**src/rtl/mce_pkg.sv**
```systemverilog
// ----------------------------------------------------------------------------
// mce_pkg
// Shared codes and fixed widths of the modular exponentiation character cipher.
// ----------------------------------------------------------------------------
`default_nettype none

package mce_pkg;

  // opcode values
  localparam logic OPC_ENCRYPT = 1'b0;
  localparam logic OPC_DECRYPT = 1'b1;

  // configuration register indexes
  localparam int unsigned CFG_IDX_W = 2;
  localparam logic [CFG_IDX_W-1:0] CFG_MODULUS     = 2'd0;
  localparam logic [CFG_IDX_W-1:0] CFG_PUBLIC_EXP  = 2'd1;
  localparam logic [CFG_IDX_W-1:0] CFG_PRIVATE_EXP = 2'd2;

  // payload widths
  localparam int unsigned DIN_W  = 25;
  localparam int unsigned DOUT_W = 26;
  // magnitude of the base: |data_in - 97| fits in 25 bits
  localparam int unsigned MAG_W  = 25;

  // offset between character code and exponentiation base
  localparam int unsigned CHAR_OFFSET = 97;

  // reset value of the modulus
  localparam int unsigned MODULUS_RST = 2;

endpackage

`default_nettype wire

```
**src/rtl/modexp_char_cipher.sv**
```systemverilog
// ----------------------------------------------------------------------------
// modexp_char_cipher
// Modular exponentiation of one character or ciphertext value per beat.
// ----------------------------------------------------------------------------
// Usage:
//   Input channel (in_valid_i / in_stall_o) carries opcode_i and data_in_i.
//   Encrypt raises (data_in - 97) to the public exponent, decrypt raises
//   data_in to the private exponent and adds 97; the power is reduced mod the
//   modulus with the sign of base^exp kept on the reduced magnitude.
//   Output channel (out_valid_o / out_stall_i) carries data_out_o.
//   Configuration writes (cfg_valid_i / cfg_ready_o, index 0 modulus,
//   1 public exponent, 2 private exponent) are taken at any time, ready is
//   always high; write them only while no beat is in flight.
//   A modular multiply runs DW bit steps on the single bit-serial multiplier
//   (DW is the larger of MOD_WIDTH and 25), framed by a registered start and
//   a registered done. An item needs one reduction plus at most
//   2 * MOD_WIDTH - 1 multiplies before the sequencer reaches its done state
//   and registers the result; a zero exponent or zero modulus skips the
//   multiplier and goes straight to the done state. One item is in work at a
//   time; the next input beat is taken the cycle after the result is
//   registered. A stalled result holds the output register, the next item
//   still runs and then waits with in_stall_o high. Reset empties the output
//   register, returns the sequencer to idle and loads modulus 2 and zero
//   exponents.
// ----------------------------------------------------------------------------
`default_nettype none

module modexp_char_cipher #(
  parameter int unsigned MOD_WIDTH = 24
) (
  input  wire logic                              clk_i,
  input  wire logic                              rst_ni,
  // configuration write channel
  input  wire logic                              cfg_valid_i,
  output logic                                   cfg_ready_o,
  input  wire logic [mce_pkg::CFG_IDX_W-1:0]     cfg_index_i,
  input  wire logic [MOD_WIDTH-1:0]              cfg_data_i,
  // input channel
  input  wire logic                              in_valid_i,
  output logic                                   in_stall_o,
  input  wire logic                              opcode_i,
  input  wire logic signed [mce_pkg::DIN_W-1:0]  data_in_i,
  // output channel
  output logic                                   out_valid_o,
  input  wire logic                              out_stall_i,
  output logic signed [mce_pkg::DOUT_W-1:0]      data_out_o
);

  localparam int unsigned DW = (MOD_WIDTH > mce_pkg::MAG_W) ? MOD_WIDTH : mce_pkg::MAG_W;
  localparam int unsigned BW = mce_pkg::DOUT_W;
  localparam int unsigned SW = (MOD_WIDTH + 2 > mce_pkg::DOUT_W) ? MOD_WIDTH + 2
                                                                : mce_pkg::DOUT_W;

  // sequencer states
  localparam logic [2:0] ST_IDLE  = 3'd0;
  localparam logic [2:0] ST_RED   = 3'd1;
  localparam logic [2:0] ST_MUL_A = 3'd2;
  localparam logic [2:0] ST_MUL_S = 3'd3;
  localparam logic [2:0] ST_DONE  = 3'd4;

  logic [MOD_WIDTH-1:0] modulus_q, pub_exp_q, priv_exp_q;

  logic [2:0]               state_q, state_d;
  logic                     start_q, start_d;
  logic [MOD_WIDTH-1:0]     e_q, e_d;
  logic                     op_q, op_d;
  logic                     neg_q, neg_d;
  logic                     odd_q, odd_d;
  logic [mce_pkg::MAG_W-1:0] mag_q, mag_d;
  logic [MOD_WIDTH-1:0]     acc_q, acc_d;
  logic [MOD_WIDTH-1:0]     sq_q, sq_d;
  logic                     out_valid_q, out_valid_d;
  logic [mce_pkg::DOUT_W-1:0] out_q, out_d;

  logic                 in_accept;
  logic                 out_accept;
  logic [BW-1:0]        din_x;
  logic [BW-1:0]        base;
  logic [BW-1:0]        base_abs;
  logic [MOD_WIDTH-1:0] exp_sel;
  logic [MOD_WIDTH-1:0] acc_init;
  logic                 mul_done;
  logic [MOD_WIDTH-1:0] mul_res;
  logic [MOD_WIDTH-1:0] mul_a;
  logic [DW-1:0]        mul_b;
  logic                 res_neg;
  logic [SW-1:0]        offset;
  logic [SW-1:0]        acc_x;
  logic [SW-1:0]        res_sum;

  assign cfg_ready_o = 1'b1;

  // configuration registers
  always_ff @(posedge clk_i or negedge rst_ni) begin
    if (!rst_ni) begin
      modulus_q  <= MOD_WIDTH'(mce_pkg::MODULUS_RST);
      pub_exp_q  <= '0;
      priv_exp_q <= '0;
    end else if (cfg_valid_i) begin
      case (cfg_index_i)
        mce_pkg::CFG_MODULUS:     modulus_q  <= cfg_data_i;
        mce_pkg::CFG_PUBLIC_EXP:  pub_exp_q  <= cfg_data_i;
        mce_pkg::CFG_PRIVATE_EXP: priv_exp_q <= cfg_data_i;
        default: ;
      endcase
    end
  end

  assign in_stall_o = (state_q != ST_IDLE);
  assign in_accept  = in_valid_i && !in_stall_o;
  assign out_accept = out_valid_q && !out_stall_i;

  // base and its magnitude from the input beat
  always_comb begin
    din_x = {data_in_i[mce_pkg::DIN_W-1], data_in_i};
    if (opcode_i == mce_pkg::OPC_ENCRYPT) begin
      base    = din_x - BW'(mce_pkg::CHAR_OFFSET);
      exp_sel = pub_exp_q;
    end else begin
      base    = din_x;
      exp_sel = priv_exp_q;
    end
    base_abs = base[BW-1] ? (~base + 1'b1) : base;
    acc_init = (modulus_q == MOD_WIDTH'(1)) ? '0 : MOD_WIDTH'(1);
  end

  // multiplier operands follow the current state
  always_comb begin
    case (state_q)
      ST_RED: begin
        mul_a = acc_init;
        mul_b = DW'(mag_q);
      end
      ST_MUL_A: begin
        mul_a = acc_q;
        mul_b = DW'(sq_q);
      end
      default: begin
        mul_a = sq_q;
        mul_b = DW'(sq_q);
      end
    endcase
  end

  mce_modmul #(
    .MOD_WIDTH (MOD_WIDTH),
    .DW        (DW)
  ) u_modmul (
    .clk_i   (clk_i),
    .rst_ni  (rst_ni),
    .start_i (start_q),
    .a_i     (mul_a),
    .b_i     (mul_b),
    .n_i     (modulus_q),
    .done_o  (mul_done),
    .res_o   (mul_res)
  );

  // signed result with the character offset
  always_comb begin
    res_neg = neg_q && odd_q && (acc_q != '0);
    offset  = (op_q == mce_pkg::OPC_DECRYPT) ? SW'(mce_pkg::CHAR_OFFSET) : '0;
    acc_x   = SW'(acc_q);
    res_sum = res_neg ? (offset - acc_x) : (offset + acc_x);
  end

  // square-and-multiply sequencer, exponent bits taken lsb first
  always_comb begin
    state_d     = state_q;
    start_d     = 1'b0;
    e_d         = e_q;
    op_d        = op_q;
    neg_d       = neg_q;
    odd_d       = odd_q;
    mag_d       = mag_q;
    acc_d       = acc_q;
    sq_d        = sq_q;
    out_valid_d = out_valid_q && !out_accept;
    out_d       = out_q;
    case (state_q)
      ST_IDLE: begin
        if (in_accept) begin
          op_d  = opcode_i;
          neg_d = base[BW-1];
          odd_d = exp_sel[0];
          e_d   = exp_sel;
          mag_d = base_abs[mce_pkg::MAG_W-1:0];
          if (exp_sel == '0) begin
            acc_d   = MOD_WIDTH'(1);
            state_d = ST_DONE;
          end else if (modulus_q == '0) begin
            acc_d   = '0;
            state_d = ST_DONE;
          end else begin
            acc_d   = acc_init;
            start_d = 1'b1;
            state_d = ST_RED;
          end
        end
      end
      ST_RED: begin
        if (mul_done) begin
          sq_d    = mul_res;
          start_d = 1'b1;
          state_d = e_q[0] ? ST_MUL_A : ST_MUL_S;
        end
      end
      ST_MUL_A: begin
        if (mul_done) begin
          acc_d = mul_res;
          if (e_q[MOD_WIDTH-1:1] == '0) begin
            state_d = ST_DONE;
          end else begin
            start_d = 1'b1;
            state_d = ST_MUL_S;
          end
        end
      end
      ST_MUL_S: begin
        if (mul_done) begin
          sq_d    = mul_res;
          e_d     = {1'b0, e_q[MOD_WIDTH-1:1]};
          start_d = 1'b1;
          state_d = e_q[1] ? ST_MUL_A : ST_MUL_S;
        end
      end
      ST_DONE: begin
        if (!out_valid_q || !out_stall_i) begin
          out_d       = res_sum[mce_pkg::DOUT_W-1:0];
          out_valid_d = 1'b1;
          state_d     = ST_IDLE;
        end
      end
      default: begin
        state_d = ST_IDLE;
      end
    endcase
  end

  // control registers
  always_ff @(posedge clk_i or negedge rst_ni) begin
    if (!rst_ni) begin
      state_q     <= ST_IDLE;
      start_q     <= 1'b0;
      out_valid_q <= 1'b0;
    end else begin
      state_q     <= state_d;
      start_q     <= start_d;
      out_valid_q <= out_valid_d;
    end
  end

  // datapath registers
  always_ff @(posedge clk_i) begin
    e_q   <= e_d;
    op_q  <= op_d;
    neg_q <= neg_d;
    odd_q <= odd_d;
    mag_q <= mag_d;
    acc_q <= acc_d;
    sq_q  <= sq_d;
    out_q <= out_d;
  end

  assign out_valid_o = out_valid_q;
  assign data_out_o  = out_q;

  // an accepted beat always starts work
  a_accept_busy: assert property (@(posedge clk_i) disable iff (!rst_ni)
    in_accept |=> (state_q != ST_IDLE))
    else $error("accepted beat left sequencer idle");

  // the multiplier only finishes while the sequencer waits on it
  a_done_state: assert property (@(posedge clk_i) disable iff (!rst_ni)
    mul_done |-> (state_q == ST_RED || state_q == ST_MUL_A || state_q == ST_MUL_S))
    else $error("multiplier done outside a multiply state");

  // every product is reduced below the modulus
  a_res_reduced: assert property (@(posedge clk_i) disable iff (!rst_ni)
    mul_done |-> (mul_res < modulus_q))
    else $error("multiplier result not reduced");

  // exponent bits remain while multiplies are pending
  a_exp_live: assert property (@(posedge clk_i) disable iff (!rst_ni)
    (state_q == ST_MUL_A || state_q == ST_MUL_S) |-> (e_q != '0))
    else $error("multiply with exhausted exponent");

endmodule

`default_nettype wire

```
**src/rtl/mce_modmul.sv**
```systemverilog
// ----------------------------------------------------------------------------
// mce_modmul
// Bit-serial interleaved modular multiplier: res = a * b mod n, one bit of b
// per cycle, most significant bit first. Requires a < n.
// ----------------------------------------------------------------------------
`default_nettype none

module mce_modmul #(
  parameter int unsigned MOD_WIDTH = 24,
  parameter int unsigned DW        = 25
) (
  input  wire logic                 clk_i,
  input  wire logic                 rst_ni,
  input  wire logic                 start_i,
  input  wire logic [MOD_WIDTH-1:0] a_i,
  input  wire logic [DW-1:0]        b_i,
  input  wire logic [MOD_WIDTH-1:0] n_i,
  output logic                      done_o,
  output logic [MOD_WIDTH-1:0]      res_o
);

  localparam int unsigned CNT_W = $clog2(DW + 1);
  localparam int unsigned ACC_W = MOD_WIDTH + 2;

  logic                 busy_q, busy_d;
  logic                 done_q, done_d;
  logic [CNT_W-1:0]     cnt_q, cnt_d;
  logic [MOD_WIDTH-1:0] a_q, a_d;
  logic [DW-1:0]        b_q, b_d;
  logic [MOD_WIDTH-1:0] r_q, r_d;

  logic [ACC_W-1:0] dbl;
  logic [ACC_W-1:0] n1;
  logic [ACC_W-1:0] n2;
  logic [ACC_W-1:0] red;

  // one step: r = 2r + bit*a, then subtract n or 2n (value stays below 3n)
  always_comb begin
    n1  = {2'b00, n_i};
    n2  = {1'b0, n_i, 1'b0};
    dbl = {1'b0, r_q, 1'b0} + (b_q[DW-1] ? {2'b00, a_q} : '0);
    if (dbl >= n2) begin
      red = dbl - n2;
    end else if (dbl >= n1) begin
      red = dbl - n1;
    end else begin
      red = dbl;
    end
  end

  // sequencing of the bit loop
  always_comb begin
    busy_d = busy_q;
    done_d = 1'b0;
    cnt_d  = cnt_q;
    a_d    = a_q;
    b_d    = b_q;
    r_d    = r_q;
    if (start_i) begin
      busy_d = 1'b1;
      cnt_d  = DW[CNT_W-1:0];
      a_d    = a_i;
      b_d    = b_i;
      r_d    = '0;
    end else if (busy_q) begin
      r_d   = red[MOD_WIDTH-1:0];
      b_d   = {b_q[DW-2:0], 1'b0};
      cnt_d = cnt_q - 1'b1;
      if (cnt_q == CNT_W'(1)) begin
        busy_d = 1'b0;
        done_d = 1'b1;
      end
    end
  end

  // control registers
  always_ff @(posedge clk_i or negedge rst_ni) begin
    if (!rst_ni) begin
      busy_q <= 1'b0;
      done_q <= 1'b0;
      cnt_q  <= '0;
    end else begin
      busy_q <= busy_d;
      done_q <= done_d;
      cnt_q  <= cnt_d;
    end
  end

  // datapath registers
  always_ff @(posedge clk_i) begin
    a_q <= a_d;
    b_q <= b_d;
    r_q <= r_d;
  end

  assign done_o = done_q;
  assign res_o  = r_q;

  // partial remainder stays reduced while the loop runs
  a_rem_reduced: assert property (@(posedge clk_i) disable iff (!rst_ni)
    busy_q |-> (r_q < n_i))
    else $error("modmul remainder not reduced");

  // a new operation is never started on top of a running one
  a_no_restart: assert property (@(posedge clk_i) disable iff (!rst_ni)
    start_i |-> !busy_q)
    else $error("modmul started while busy");

  // done comes exactly when the last bit step finishes
  a_done_end: assert property (@(posedge clk_i) disable iff (!rst_ni)
    done_q |-> (!busy_q && (cnt_q == '0)))
    else $error("modmul done without finishing the bit loop");

endmodule

`default_nettype wire
```
**config.mk**
```make
export PLATFORM = sky130hd
export DESIGN_NAME = modexp_char_cipher
export DESIGN_NICKNAME = d
export VERILOG_FILES = /design/src/rtl/mce_pkg.sv /design/src/rtl/modexp_char_cipher.sv /design/src/rtl/mce_modmul.sv
export SDC_FILE = /design/constraint.sdc
export NUM_CORES = 1
export LEC_CHECK = 0
export BUFFER_PORTS_ARGS = -buffer_cell sky130_fd_sc_hd__buf_2
export CORE_MARGIN = 2
export CORE_UTILIZATION = 46
export CTS_BUF_LIST = sky130_fd_sc_hd__clkbuf_2
export DETAILED_ROUTE_END_ITERATION = 12
export SYNTH_ARGS = -nofsm -noshare
export SYNTH_HDL_FRONTEND = slang
export SYNTH_SLANG_ARGS = --single-unit
```
**constraint.sdc**
```tcl
create_clock -name clk_i -period 5.9 [get_ports clk_i]
set_input_delay 1.77 -clock clk_i [delete_from_list [all_inputs] [get_ports clk_i]]
set_output_delay 1.77 -clock clk_i [all_outputs]
set_load 0.1 [all_outputs]
```
== Word-level counts from Yosys, hierarchy flattened ==
Cells that the tools add are included.
Word-level totals
  input bits: 57
  register bits after elaboration: 283
Cells by class
  bitwise gates (word level): 1
  order comparisons: 2
  equal/unequal tests: 13
  reductions and logical operators: 30
  muxes and demuxes: 49
  add/subtract/negate cells: 8
Operators by type and width (number)
  $mux 24: 8
  $pmux 24 s2: 3
  $mux 25: 4
  $mux 26: 2
  $logic_not 24->1: 2
  $sub 24x24->24: 2
  $add 25x24->26: 1
  $ge 26x24->1: 1
  $ge 26x25->1: 1
  $sub 25x8->26 const B: 1
  $add 25x1->25 const B: 1
  $add 7x24->25: 1
  $not 25->25: 1
  $sub 7x24->25: 1
  $eq 24x1->1 const B: 1
  $mux 3: 8
  $reduce_bool 24->1: 1
  $logic_not 23->1: 1
  $mux 1: 19
  $pmux 3 s5: 1
  $reduce_and 2->1: 6
  $mux 5: 2
  $mux 7: 1
  $eq 3x2->1 const B: 2
  19 further kinds: 32

== Longest topological paths before layout ==
Gate-level depths: netlist of run 1.
  word-level depth: 6
  mapped depth: 21
  gate-level depth less buffers: 18

== Modules after synthesis ==
From an unflattened synthesis of run 1, not the netlist that was laid out.
Unflattened totals
  cells, all modules: 1771
  area, all modules: 17708.2 sq um
Modules (own cells, without submodules)
  modexp_char_cipher: area each 10618.9 sq um, cells an instance 978, times used 1
  mce_modmul: area each 7089.3 sq um, cells an instance 793, times used 1

== Least setup slack after synthesis of run 1 ==
OpenSTA, ideal clock, no wires.
  path type: register -> register
  from: register u_modmul.b_q[24]
  to: register u_modmul.r_q[15], in the netlist u_modmul.res_o[15]
  cell stages (with the launch flop): 20
  arrival: 4.831 ns
  library setup time: 0.091 ns
  setup slack: 0.978 ns
  cells stage by stage: edfxtp_1 > clkbuf_1 > and2_1 > ha_1 > fa_1 > a211oi_1 > o21a_1 > o211a_1 > o21a_1 > nor2_1 > a311oi_1 > ha_1 > nand4_2 > or3_1 > a211o_1 > a31o_1 > o211a_1 > a21boi_4 > or4b_1 > a311oi_1
On the way
  longest elaborated chain between the ends: 5
  elaborated cells on any way between the ends: 8
  classes of those cells: add/sub: 3; order compare: 2; mux: 3
RTL lines
  from (decl): line mce_modmul.sv:29  | logic [DW-1:0] b_q, b_d;
  from (signal assigned): line mce_modmul.sv:92  | b_q <= b_d;
  $mux 24 (*): line mce_modmul.sv:41  | dbl = {1'b0, r_q, 1'b0} + (b_q[DW-1] ? {2'b00, a_q} : '0);
  $add 25x24->26 (*): line mce_modmul.sv:41
  $sub 24x24->24 or $ge 26x24->1 (tied branches): line mce_modmul.sv:45, mce_modmul.sv:44
  $mux 24: line mce_modmul.sv:44  | end else if (dbl >= n1) begin
  $mux 24 (*): line mce_modmul.sv:42  | if (dbl >= n2) begin
  to (signal assigned): line mce_modmul.sv:93  | r_q <= r_d;
  to (decl): line mce_modmul.sv:30  | logic [MOD_WIDTH-1:0] r_q, r_d;
Mark *: on every way between the ends. The rest lies on a longest branch, timed or not.
A chain may end at the register's enable or synchronous reset.

== Worst setup path after layout of run 1 ==
  from: register u_modmul.b_q[24]
  to: register u_modmul.r_q[11], in the netlist u_modmul.res_o[11]
Same word-level chain as after synthesis.

==> report_table.html, run 1 <==
<table>
<tr><th>Metric</th><th>Value</th></tr>
<tr><th colspan="2">Clocking</th></tr>
<tr><td>CTS Hold Buffers Added</td><td>0</td></tr>
<tr><td>Clock insertion delay at the later pin of the skew report</td><td>roughly 930 ps</td></tr>
<tr><td>Gates resized, CTS repair</td><td>0</td></tr>
<tr><td>Count of H-tree levels built during CTS</td><td>3</td></tr>
<tr><td>TritonCTS Buffers</td><td>76</td></tr>
<tr><td>TritonCTS clock tree</td><td>yes</td></tr>
<tr><td>CTS Buffer Depth</td><td>3</td></tr>
<tr><td>Setup repair bufs after CTS</td><td>0</td></tr>
<tr><td>Clock Sink Count</td><td>~280</td></tr>
<tr><td>Root Buffer Master</td><td>clkbuf_2</td></tr>
<tr><td>Register clock-pin slew on the reported worst setup and hold paths</td><td>between 100 and 150 ps</td></tr>
<tr><th colspan="2">Critical path</th></tr>
<tr><td>Critical path data required time</td><td>about 6700 ps</td></tr>
<tr><td>Start-to-end type of the worst setup path</td><td>reg2reg</td></tr>
<tr><td>Slack of the worst reg-to-reg path</td><td>460 ps</td></tr>
<tr><td>Register-to-Register Path Depth</td><td>18</td></tr>
<tr><td>Worst Path Arrival</td><td>6270 ps</td></tr>
<tr><td>Endpoint class of the critical path</td><td>register</td></tr>
<tr><td>Worst reg2reg path startpoint</td><td>u_modmul.b_q[24]$_DFFE_PP_</td></tr>
<tr><td>Kind of launch point of the worst setup path</td><td>register</td></tr>
<tr><td>Destination of the worst register-to-register timing path</td><td>u_modmul.res_o[11]$_SDFFE_PP0P_</td></tr>
<tr><td>Critical Path Fanout Max</td><td>22</td></tr>
<tr><th colspan="2">Routing</th></tr>
<tr><td>DRC violations left</td><td>0</td></tr>
<tr><td>Per-cell routed wire length</td><td>18.8 um</td></tr>
<tr><td>Drt pass-1 iters</td><td>6</td></tr>
<tr><td>Detail Route Antenna Nets</td><td>0</td></tr>
<tr><td>Detailed-route vias per instance</td><td>5.69</td></tr>
<tr><td>Vias post-DR</td><td>around 14000</td></tr>
<tr><td>Final routed wirelength across all metal layers</td><td>46500 um</td></tr>
<tr><td>Number of DRC markers in iteration 0</td><td>about 1100</td></tr>
<tr><th colspan="2">Synth</th></tr>
<tr><td>Post-synthesis net count</td><td>1940</td></tr>
<tr><td>Mean instance size in the synthesized netlist</td><td>9.71 um2</td></tr>
<tr><td>Post-synthesis mux area share</td><td>5.39%</td></tr>
<tr><td>Synth cell types</td><td>88</td></tr>
<tr><td>Synthesized instance count</td><td>1797</td></tr>
<tr><td>Most common flop cell mapped by yosys</td><td>edfxtp_1</td></tr>
<tr><td>Share of async-settable or async-resettable flops after synthesis</td><td>just under 30%</td></tr>
<tr><td>Sequential cell area fraction in the yosys report</td><td>44.9%</td></tr>
<tr><td>Area fraction in and, or, nand and nor cells after synthesis</td><td>17.1%</td></tr>
<tr><td>Compound-cell area share of the yosys netlist</td><td>16.6%</td></tr>
<tr><td>Combinational family with the most area after synthesis</td><td>simple AND/OR/NAND/NOR gates</td></tr>
<tr><td>Post-Synth Adder-Cell Area</td><td>6.30%</td></tr>
<tr><td>Number of warnings printed during yosys synthesis</td><td>0</td></tr>
<tr><td>Post-synthesis xor/xnor area fraction</td><td>approximately 6.3%</td></tr>
<tr><td>Area of the mapped netlist</td><td>between 15000 and 20000 um2</td></tr>
<tr><td>Number of flops mapped to enable cells by yosys</td><td>175</td></tr>
<tr><td>Number of synthesized register bits</td><td>283</td></tr>
<tr><th colspan="2">Status</th></tr>
<tr><td>Result of the run</td><td>completed</td></tr>
<tr><th colspan="2">Die</th></tr>
<tr><td>Die width</td><td>roughly 200 um</td></tr>
<tr><td>Core area</td><td>37500 um2</td></tr>
<tr><td>Initial standard-cell utilization of the core</td><td>46.5%</td></tr>
<tr><td>Total Die Area</td><td>roughly 39000 um2</td></tr>
<tr><td>Number of I/O pins</td><td>86</td></tr>
<tr><td>Die H</td><td>199 um</td></tr>
<tr><td>Site Rows</td><td>71</td></tr>
<tr><th colspan="2">STA</th></tr>
<tr><td>Final hold violation count</td><td>0</td></tr>
<tr><td>Final Setup Violations</td><td>0</td></tr>
<tr><td>Tightest hold margin</td><td>517 ps</td></tr>
<tr><td>Total negative slack</td><td>0 ps</td></tr>
<tr><td>Least-Margin Pin Slew</td><td>between 1000 and 1500 ps</td></tr>
<tr><td>Min Clock Period, post-route</td><td>5440 ps</td></tr>
<tr><td>Worst Clk Skew</td><td>60.9 ps</td></tr>
<tr><td>Setup repair after global routing missed its margin</td><td>false</td></tr>
<tr><td>Tcrit/Tclk final</td><td>92.3%</td></tr>
<tr><td>Number of max-slew violations in the final report</td><td>0</td></tr>
<tr><td>Headroom to the max-slew limit</td><td>a little over a quarter</td></tr>
<tr><td>FMAX</td><td>184 MHz</td></tr>
<tr><th colspan="2">Global route</th></tr>
<tr><td>Wire length of the first global-routing pass</td><td>~74000 um</td></tr>
<tr><td>Largest net degree at the start of global routing</td><td>between 80 and 90</td></tr>
<tr><td>Global router's overall resource usage</td><td>~24%</td></tr>
<tr><td>Number of global-route vias before repair</td><td>between 10000 and 15000</td></tr>
<tr><td>Gr ovfl total</td><td>0</td></tr>
<tr><td>Number of antenna violations at the first check in global routing</td><td>2</td></tr>
<tr><th colspan="2">Min path</th></tr>
<tr><td>Class of the tightest hold or removal check</td><td>reg2reg</td></tr>
<tr><td>Worst hold path startpoint</td><td>priv_exp_q[0]$_DFFE_PN0P_</td></tr>
<tr><td>Endpoint of the worst hold-timing path</td><td>priv_exp_q[0]$_DFFE_PN0P_</td></tr>
<tr><td>Worst Hold Depth</td><td>1</td></tr>
<tr><th colspan="2">Finish</th></tr>
<tr><td>Utilization after layout</td><td>51.1%</td></tr>
<tr><td>Most frequent cells in the layout</td><td>nand2_1, edfxtp_1, nor2_1</td></tr>
<tr><td>Nets</td><td>about 2000</td></tr>
<tr><td>Number of filler cells placed in the layout</td><td>approximately 3600</td></tr>
<tr><td>Synth-to-Final Area Change</td><td>9.76%</td></tr>
<tr><td>Leading cell type in the layout, fill and taps excluded</td><td>nand2_1</td></tr>
<tr><td>Ratio of cells with drive above 1 in the final layout</td><td>15.9%</td></tr>
<tr><th colspan="2">Place</th></tr>
<tr><td>Port bufs</td><td>84</td></tr>
<tr><td>Routability congestion estimate</td><td>0.874</td></tr>
<tr><td>Detail Placement HPWL</td><td>34800 um</td></tr>
<tr><th colspan="2">Flow run</th></tr>
<tr><td>Max_cap viols</td><td>0</td></tr>
</table>
==> final cells by class <==
cell class	count	area, um2	share of cell area (%)
inverters	70	263	1.37
repair buffers	112	633	3.31
well taps	511	639	3.34
clock buffers	112	561	2.93
clock inverters	24	148	0.771
diodes	4	10.0	0.0523
multi-input cells	1362	9050	47.3
flip-flops and latches	283	7840	41.0
==> worst max-delay path by stage <==
stage                          startpoint                              end  cells past startpoint
2_1_floorplan  u_modmul.b_q[24]$_DFFE_PP_  u_modmul.res_o[15]$_SDFFE_PP0P_                     19
3_3_place_gp   u_modmul.b_q[24]$_DFFE_PP_  u_modmul.res_o[15]$_SDFFE_PP0P_                     18
3_5_place_dp   u_modmul.b_q[24]$_DFFE_PP_  u_modmul.res_o[15]$_SDFFE_PP0P_                     18
4_1_cts        u_modmul.b_q[24]$_DFFE_PP_  u_modmul.res_o[15]$_SDFFE_PP0P_                     18
5_1_grt        u_modmul.b_q[24]$_DFFE_PP_  u_modmul.res_o[15]$_SDFFE_PP0P_                     18
6_report       u_modmul.b_q[24]$_DFFE_PP_  u_modmul.res_o[11]$_SDFFE_PP0P_                     18
==> synthesized netlist by cell type, drive strengths merged, types with 14 or more instances <==
library cell  count  area (um2)
a21o             32         240
a21oi           124         621
a31oi            48         300
and2             35         219
and3             34         213
buf              14        67.6
clkbuf           68         255
dfrtp            83        2080
dfxtp            24         480
edfxtp          175        5260
ha               83        1040
inv              70         263
mux2             53         597
mux2i            34         344
nand2           184         691
nand3            51         255
nand4            21         144
nor2            135         507
nor3             48         245
nor4             33         221
o21ai           117         586
xnor2            96         841
xor2             29         254
==> registers in the layout, indices dropped and copies added (netlist names) <==
signal,cells
u_modmul.b_q,25
u_modmul.cnt_q,5
e_q,24
u_modmul.a_q,24
odd_q,1
out_valid_o,1
op_q,1
sq_q,24
u_modmul.done_o,1
pub_exp_q,24
priv_exp_q,24
acc_q,24
u_modmul.res_o,24
u_modmul.busy_q,1
start_q,1
mag_q,25
modulus_q,24
data_out_o,26
neg_q,1
state_q,3
==> cell families (layout without fill, tap and decap cells) <==
kind of cell               count (synthesis)  count (layout)
buffers and inverters                    152             318
AOI/OAI and AO/OA                        456             456
xor gates and xnor gates                 125             125
adders and majority gates                 86              86
other                                      1               5
DFF                                      283             283
muxes                                     87              87
and+or+nand+nor                          607             607
==> critical path, stage by stage (launching register included) <==
cell,delay [ps]
edfxtp_1,430
and2_1,160
ha_1,210
fa_1,440
a211oi_1,360
o21a_1,230
o21ai_0,130
a211oi_1,450
nand2_1,120
xor2_1,200
ha_1,440
nand4_2,170
or3_1,400
a211o_1,240
a31o_1,230
o211a_1,140
a21bo_2,520
nor3_1,120
o41ai_1,360
==> per-layer routing <==
metal / part of all wire (%) / vias to the layer above / track usage (%)
li1: - / 6911 / -
met1: 47 / 6770 / 33.5
met2: 46 / 357 / 38.7
met3: 5.5 / 71 / 4.36
met4: 2.0 / 0 / 7.13
met5: 0 / - / 0
==> through the flow <==
stage / worst slack (ps) / instances / instance area (um2)
after global routing: 102 / 2478 / 19100
after global placement: 680 / 2338 / 18400
final: 457 / 2478 / 19100
after CTS: 490 / 2474 / 19100
after detailed placement: 551 / 2338 / 18400
after floorplan: 978 / 1797 / 17400
Power of run 1 is not shown: default switching activity piles up to over one toggle a cycle in this logic, so the estimate is an artifact.
==> run 2: changes to the inputs <==
--- a/config.mk
+++ b/config.mk
@@ -7,7 +7,7 @@
 export LEC_CHECK = 0
 export BUFFER_PORTS_ARGS = -buffer_cell sky130_fd_sc_hd__buf_2
 export CORE_MARGIN = 2
-export CORE_UTILIZATION = 46
+export CORE_UTILIZATION = 26
 export CTS_BUF_LIST = sky130_fd_sc_hd__clkbuf_2
 export DETAILED_ROUTE_END_ITERATION = 12
 export SYNTH_ARGS = -nofsm -noshare
==> run 2 against run 1 <==
  * Core utilization is 21 points lower
  * Clock-buffer cell count decreased by 6
  * Die area increased by 75%
  * Setup slack worse by 17 ps
  * Design area increased by 2.3%
  * Final cell count grew 14%
  * Routed wire length up 2.8%
  * Clock skew up 97 ps
  * First-iteration DRC count down 2.7%
  * Largest cell class unchanged
==> report_table.html, run 2 (synthesis gave the netlist of run 1 again) <==
<table>
<tr><th>Metric</th><th>Value</th></tr>
<tr><th colspan="2">STA</th></tr>
<tr><td>Least-Margin Pin Slew</td><td>1270 ps</td></tr>
<tr><td>FMAX</td><td>183 MHz</td></tr>
<tr><td>Number of max-slew violations in the final report</td><td>0</td></tr>
<tr><td>Setup repair after global routing missed its margin</td><td>false</td></tr>
<tr><td>Total negative slack</td><td>0 ps</td></tr>
<tr><td>Final hold violation count</td><td>0</td></tr>
<tr><td>Post-layout worst setup margin</td><td>around 440 ps</td></tr>
<tr><td>Tcrit/Tclk final</td><td>92.5%</td></tr>
<tr><td>Worst Clk Skew</td><td>158 ps</td></tr>
<tr><td>Min Clock Period, post-route</td><td>5460 ps</td></tr>
<tr><td>Headroom to the max-slew limit</td><td>15.0%</td></tr>
<tr><td>Final Setup Violations</td><td>0</td></tr>
<tr><th colspan="2">Die</th></tr>
<tr><td>Die width</td><td>between 200 and 300 um</td></tr>
<tr><td>Core area</td><td>66100 um2</td></tr>
<tr><td>Die H</td><td>263 um</td></tr>
<tr><td>Site Rows</td><td>94</td></tr>
<tr><td>Total Die Area</td><td>69200 um2</td></tr>
<tr><td>Initial standard-cell utilization of the core</td><td>26.4%</td></tr>
<tr><td>Number of I/O pins</td><td>between 80 and 90</td></tr>
<tr><th colspan="2">Place</th></tr>
<tr><td>Placement-stage worst setup slack</td><td>492 ps</td></tr>
<tr><td>Routability congestion estimate</td><td>about 0.91</td></tr>
<tr><td>Port bufs</td><td>84</td></tr>
<tr><td>Detail Placement HPWL</td><td>36100 um</td></tr>
<tr><th colspan="2">Critical path</th></tr>
<tr><td>Cells along the critical path</td><td>buf_4 -&gt; and2_1 -&gt; ha_1 -&gt; a21oi_1 -&gt; o21ai_0 -&gt; a221oi_1 -&gt; a21oi_1 -&gt; a21boi_0 -&gt; xnor2_1 -&gt; ha_1 -&gt; nand4_2 -&gt; or3_1 -&gt; a211o_1 -&gt; a31o_1 -&gt; o211a_1 -&gt; a21boi_4 -&gt; or4b_1 -&gt; a311oi_1</td></tr>
<tr><td>Worst Setup SP</td><td>u_modmul.b_q[24]$_DFFE_PP_</td></tr>
<tr><td>Crit-path slowest cell</td><td>or4b_1</td></tr>
<tr><td>Critical path data required time</td><td>around 6800 ps</td></tr>
<tr><td>Slack of the worst reg-to-reg path</td><td>440 ps</td></tr>
<tr><td>Worst Path Arrival</td><td>about 6400 ps</td></tr>
<tr><td>Endpoint class of the critical path</td><td>register</td></tr>
<tr><td>Kind of launch point of the worst setup path</td><td>register</td></tr>
<tr><td>Start-to-end type of the worst setup path</td><td>reg2reg</td></tr>
<tr><td>Worst reg2reg path startpoint</td><td>u_modmul.b_q[24]$_DFFE_PP_</td></tr>
<tr><td>Delay of the slowest critical-path stage</td><td>560 ps</td></tr>
<tr><td>Critical Path Fanout Max</td><td>21</td></tr>
<tr><th colspan="2">Finish</th></tr>
<tr><td>Ratio of cells with drive above 1 in the final layout</td><td>between 10% and 20%</td></tr>
<tr><td>Leading cell type in the layout, fill and taps excluded</td><td>nand2_1</td></tr>
<tr><td>Number of filler cells placed in the layout</td><td>6976</td></tr>
<tr><td>Synth-to-Final Area Change</td><td>12.3%</td></tr>
<tr><td>Most frequent cells in the layout</td><td>nand2_1, edfxtp_1, nor2_1</td></tr>
<tr><td>Flip-flop count of the largest register, all copies and words added</td><td>26</td></tr>
<tr><td>Nets</td><td>2045</td></tr>
<tr><th colspan="2">Routing</th></tr>
<tr><td>DRT met1 WL</td><td>22700 um</td></tr>
<tr><td>Vias post-DR</td><td>14200</td></tr>
<tr><td>DRC violations left</td><td>0</td></tr>
<tr><td>Number of DRC markers in iteration 0</td><td>roughly 1100</td></tr>
<tr><td>Length of routed met3 wiring</td><td>2780 um</td></tr>
<tr><td>Final routed wirelength across all metal layers</td><td>47800 um</td></tr>
<tr><td>Detail Route Antenna Nets</td><td>0</td></tr>
<tr><td>Detailed-route vias per instance</td><td>5.02</td></tr>
<tr><td>Per-cell routed wire length</td><td>16.9 um</td></tr>
<tr><td>Uppermost layer routed</td><td>met5</td></tr>
<tr><td>Wire length on met2</td><td>21300 um</td></tr>
<tr><td>Drt pass-1 iters</td><td>7</td></tr>
<tr><th colspan="2">Global route</th></tr>
<tr><td>Largest net degree at the start of global routing</td><td>85</td></tr>
<tr><td>Number of antenna violations at the first check in global routing</td><td>3</td></tr>
<tr><td>Number of global-route vias before repair</td><td>between 10000 and 15000</td></tr>
<tr><td>Global router's overall resource usage</td><td>13.5%</td></tr>
<tr><td>Gr ovfl total</td><td>0</td></tr>
<tr><td>Wire length of the first global-routing pass</td><td>approximately 75000 um</td></tr>
<tr><th colspan="2">Clocking</th></tr>
<tr><td>Clock Sink Count</td><td>around 280</td></tr>
<tr><td>Gates resized, CTS repair</td><td>0</td></tr>
<tr><td>Root Buffer Master</td><td>clkbuf_2</td></tr>
<tr><td>Count of H-tree levels built during CTS</td><td>3</td></tr>
<tr><td>TritonCTS clock tree</td><td>yes</td></tr>
<tr><td>Register clock-pin slew on the reported worst setup and hold paths</td><td>110 ps</td></tr>
<tr><td>Clock insertion delay at the later pin of the skew report</td><td>1050 ps</td></tr>
<tr><td>CTS Buffer Depth</td><td>3</td></tr>
<tr><td>TritonCTS Buffers</td><td>74</td></tr>
<tr><td>Setup repair bufs after CTS</td><td>0</td></tr>
<tr><td>CTS Hold Buffers Added</td><td>0</td></tr>
<tr><th colspan="2">Min path</th></tr>
<tr><td>Worst hold path startpoint</td><td>u_modmul.res_o[5]$_SDFFE_PP0P_</td></tr>
<tr><td>Class of the tightest hold or removal check</td><td>reg2reg</td></tr>
<tr><th colspan="2">Status</th></tr>
<tr><td>Result of the run</td><td>completed</td></tr>
<tr><th colspan="2">Flow run</th></tr>
<tr><td>Max_cap viols</td><td>0</td></tr>
</table>
[run 2: critical path, delay by kind of cell (launching register included)]
family                   cells  cell delay, ps
flip-flops                   1             450
adder cells (fa/ha/maj)      2             790
AO/OA/AOI/OAI               10            2420
AND/OR/NAND/NOR              4            1280
buffers and inverters        1             220
XOR/XNOR                     1             220
[run 2: metal layers]
metal,track usage (%),up-vias
li1,-,6918
met5,0,-
met3,2.57,73
met4,3.68,2
met1,19.1,6778
met2,21.1,409
[run 2: cell type report]
cell class,count,area [um2],share of cell area [%]
Clock inverter,26,191,0.977
Sequential cell,283,7840,40.0
Timing Repair Buffer,111,626,3.19
Antenna cell,1,2.50,0.0128
Inverter,70,263,1.34
Tap cell,864,1080,5.52
Clock buffer,106,531,2.71
Multi-Input combinational cell,1362,9050,46.2
[run 2: per-stage QoR]
step | hold WS, ps | cells | cell area (um2) | util [%]
2_1_floorplan | 445 | 1797 | 17400 | -
3_5_place_dp | 496 | 2690 | 18900 | 28.5
4_1_cts | 519 | 2822 | 19600 | 29.6
3_3_place_gp | 491 | 2690 | 18900 | 28.5
5_1_grt | 507 | 2823 | 19600 | 29.6
6_report | 518 | 2823 | 19600 | 29.6
[run 2: worst paths after layout]
check                                                   to  cells past startpoint
setup / recovery           u_modmul.res_o[15]$_SDFFE_PP0P_                     18
hold / removal                           sq_q[5]$_DFFE_PP_                      0
setup reg to reg           u_modmul.res_o[15]$_SDFFE_PP0P_                     18
hold reg to reg                          sq_q[5]$_DFFE_PP_                      0
max in group asynchronous                start_q$_DFF_PN0_                      1
min in group asynchronous        modulus_q[13]$_DFFE_PN0P_                      1
Power of run 2 is left out for the same reason.
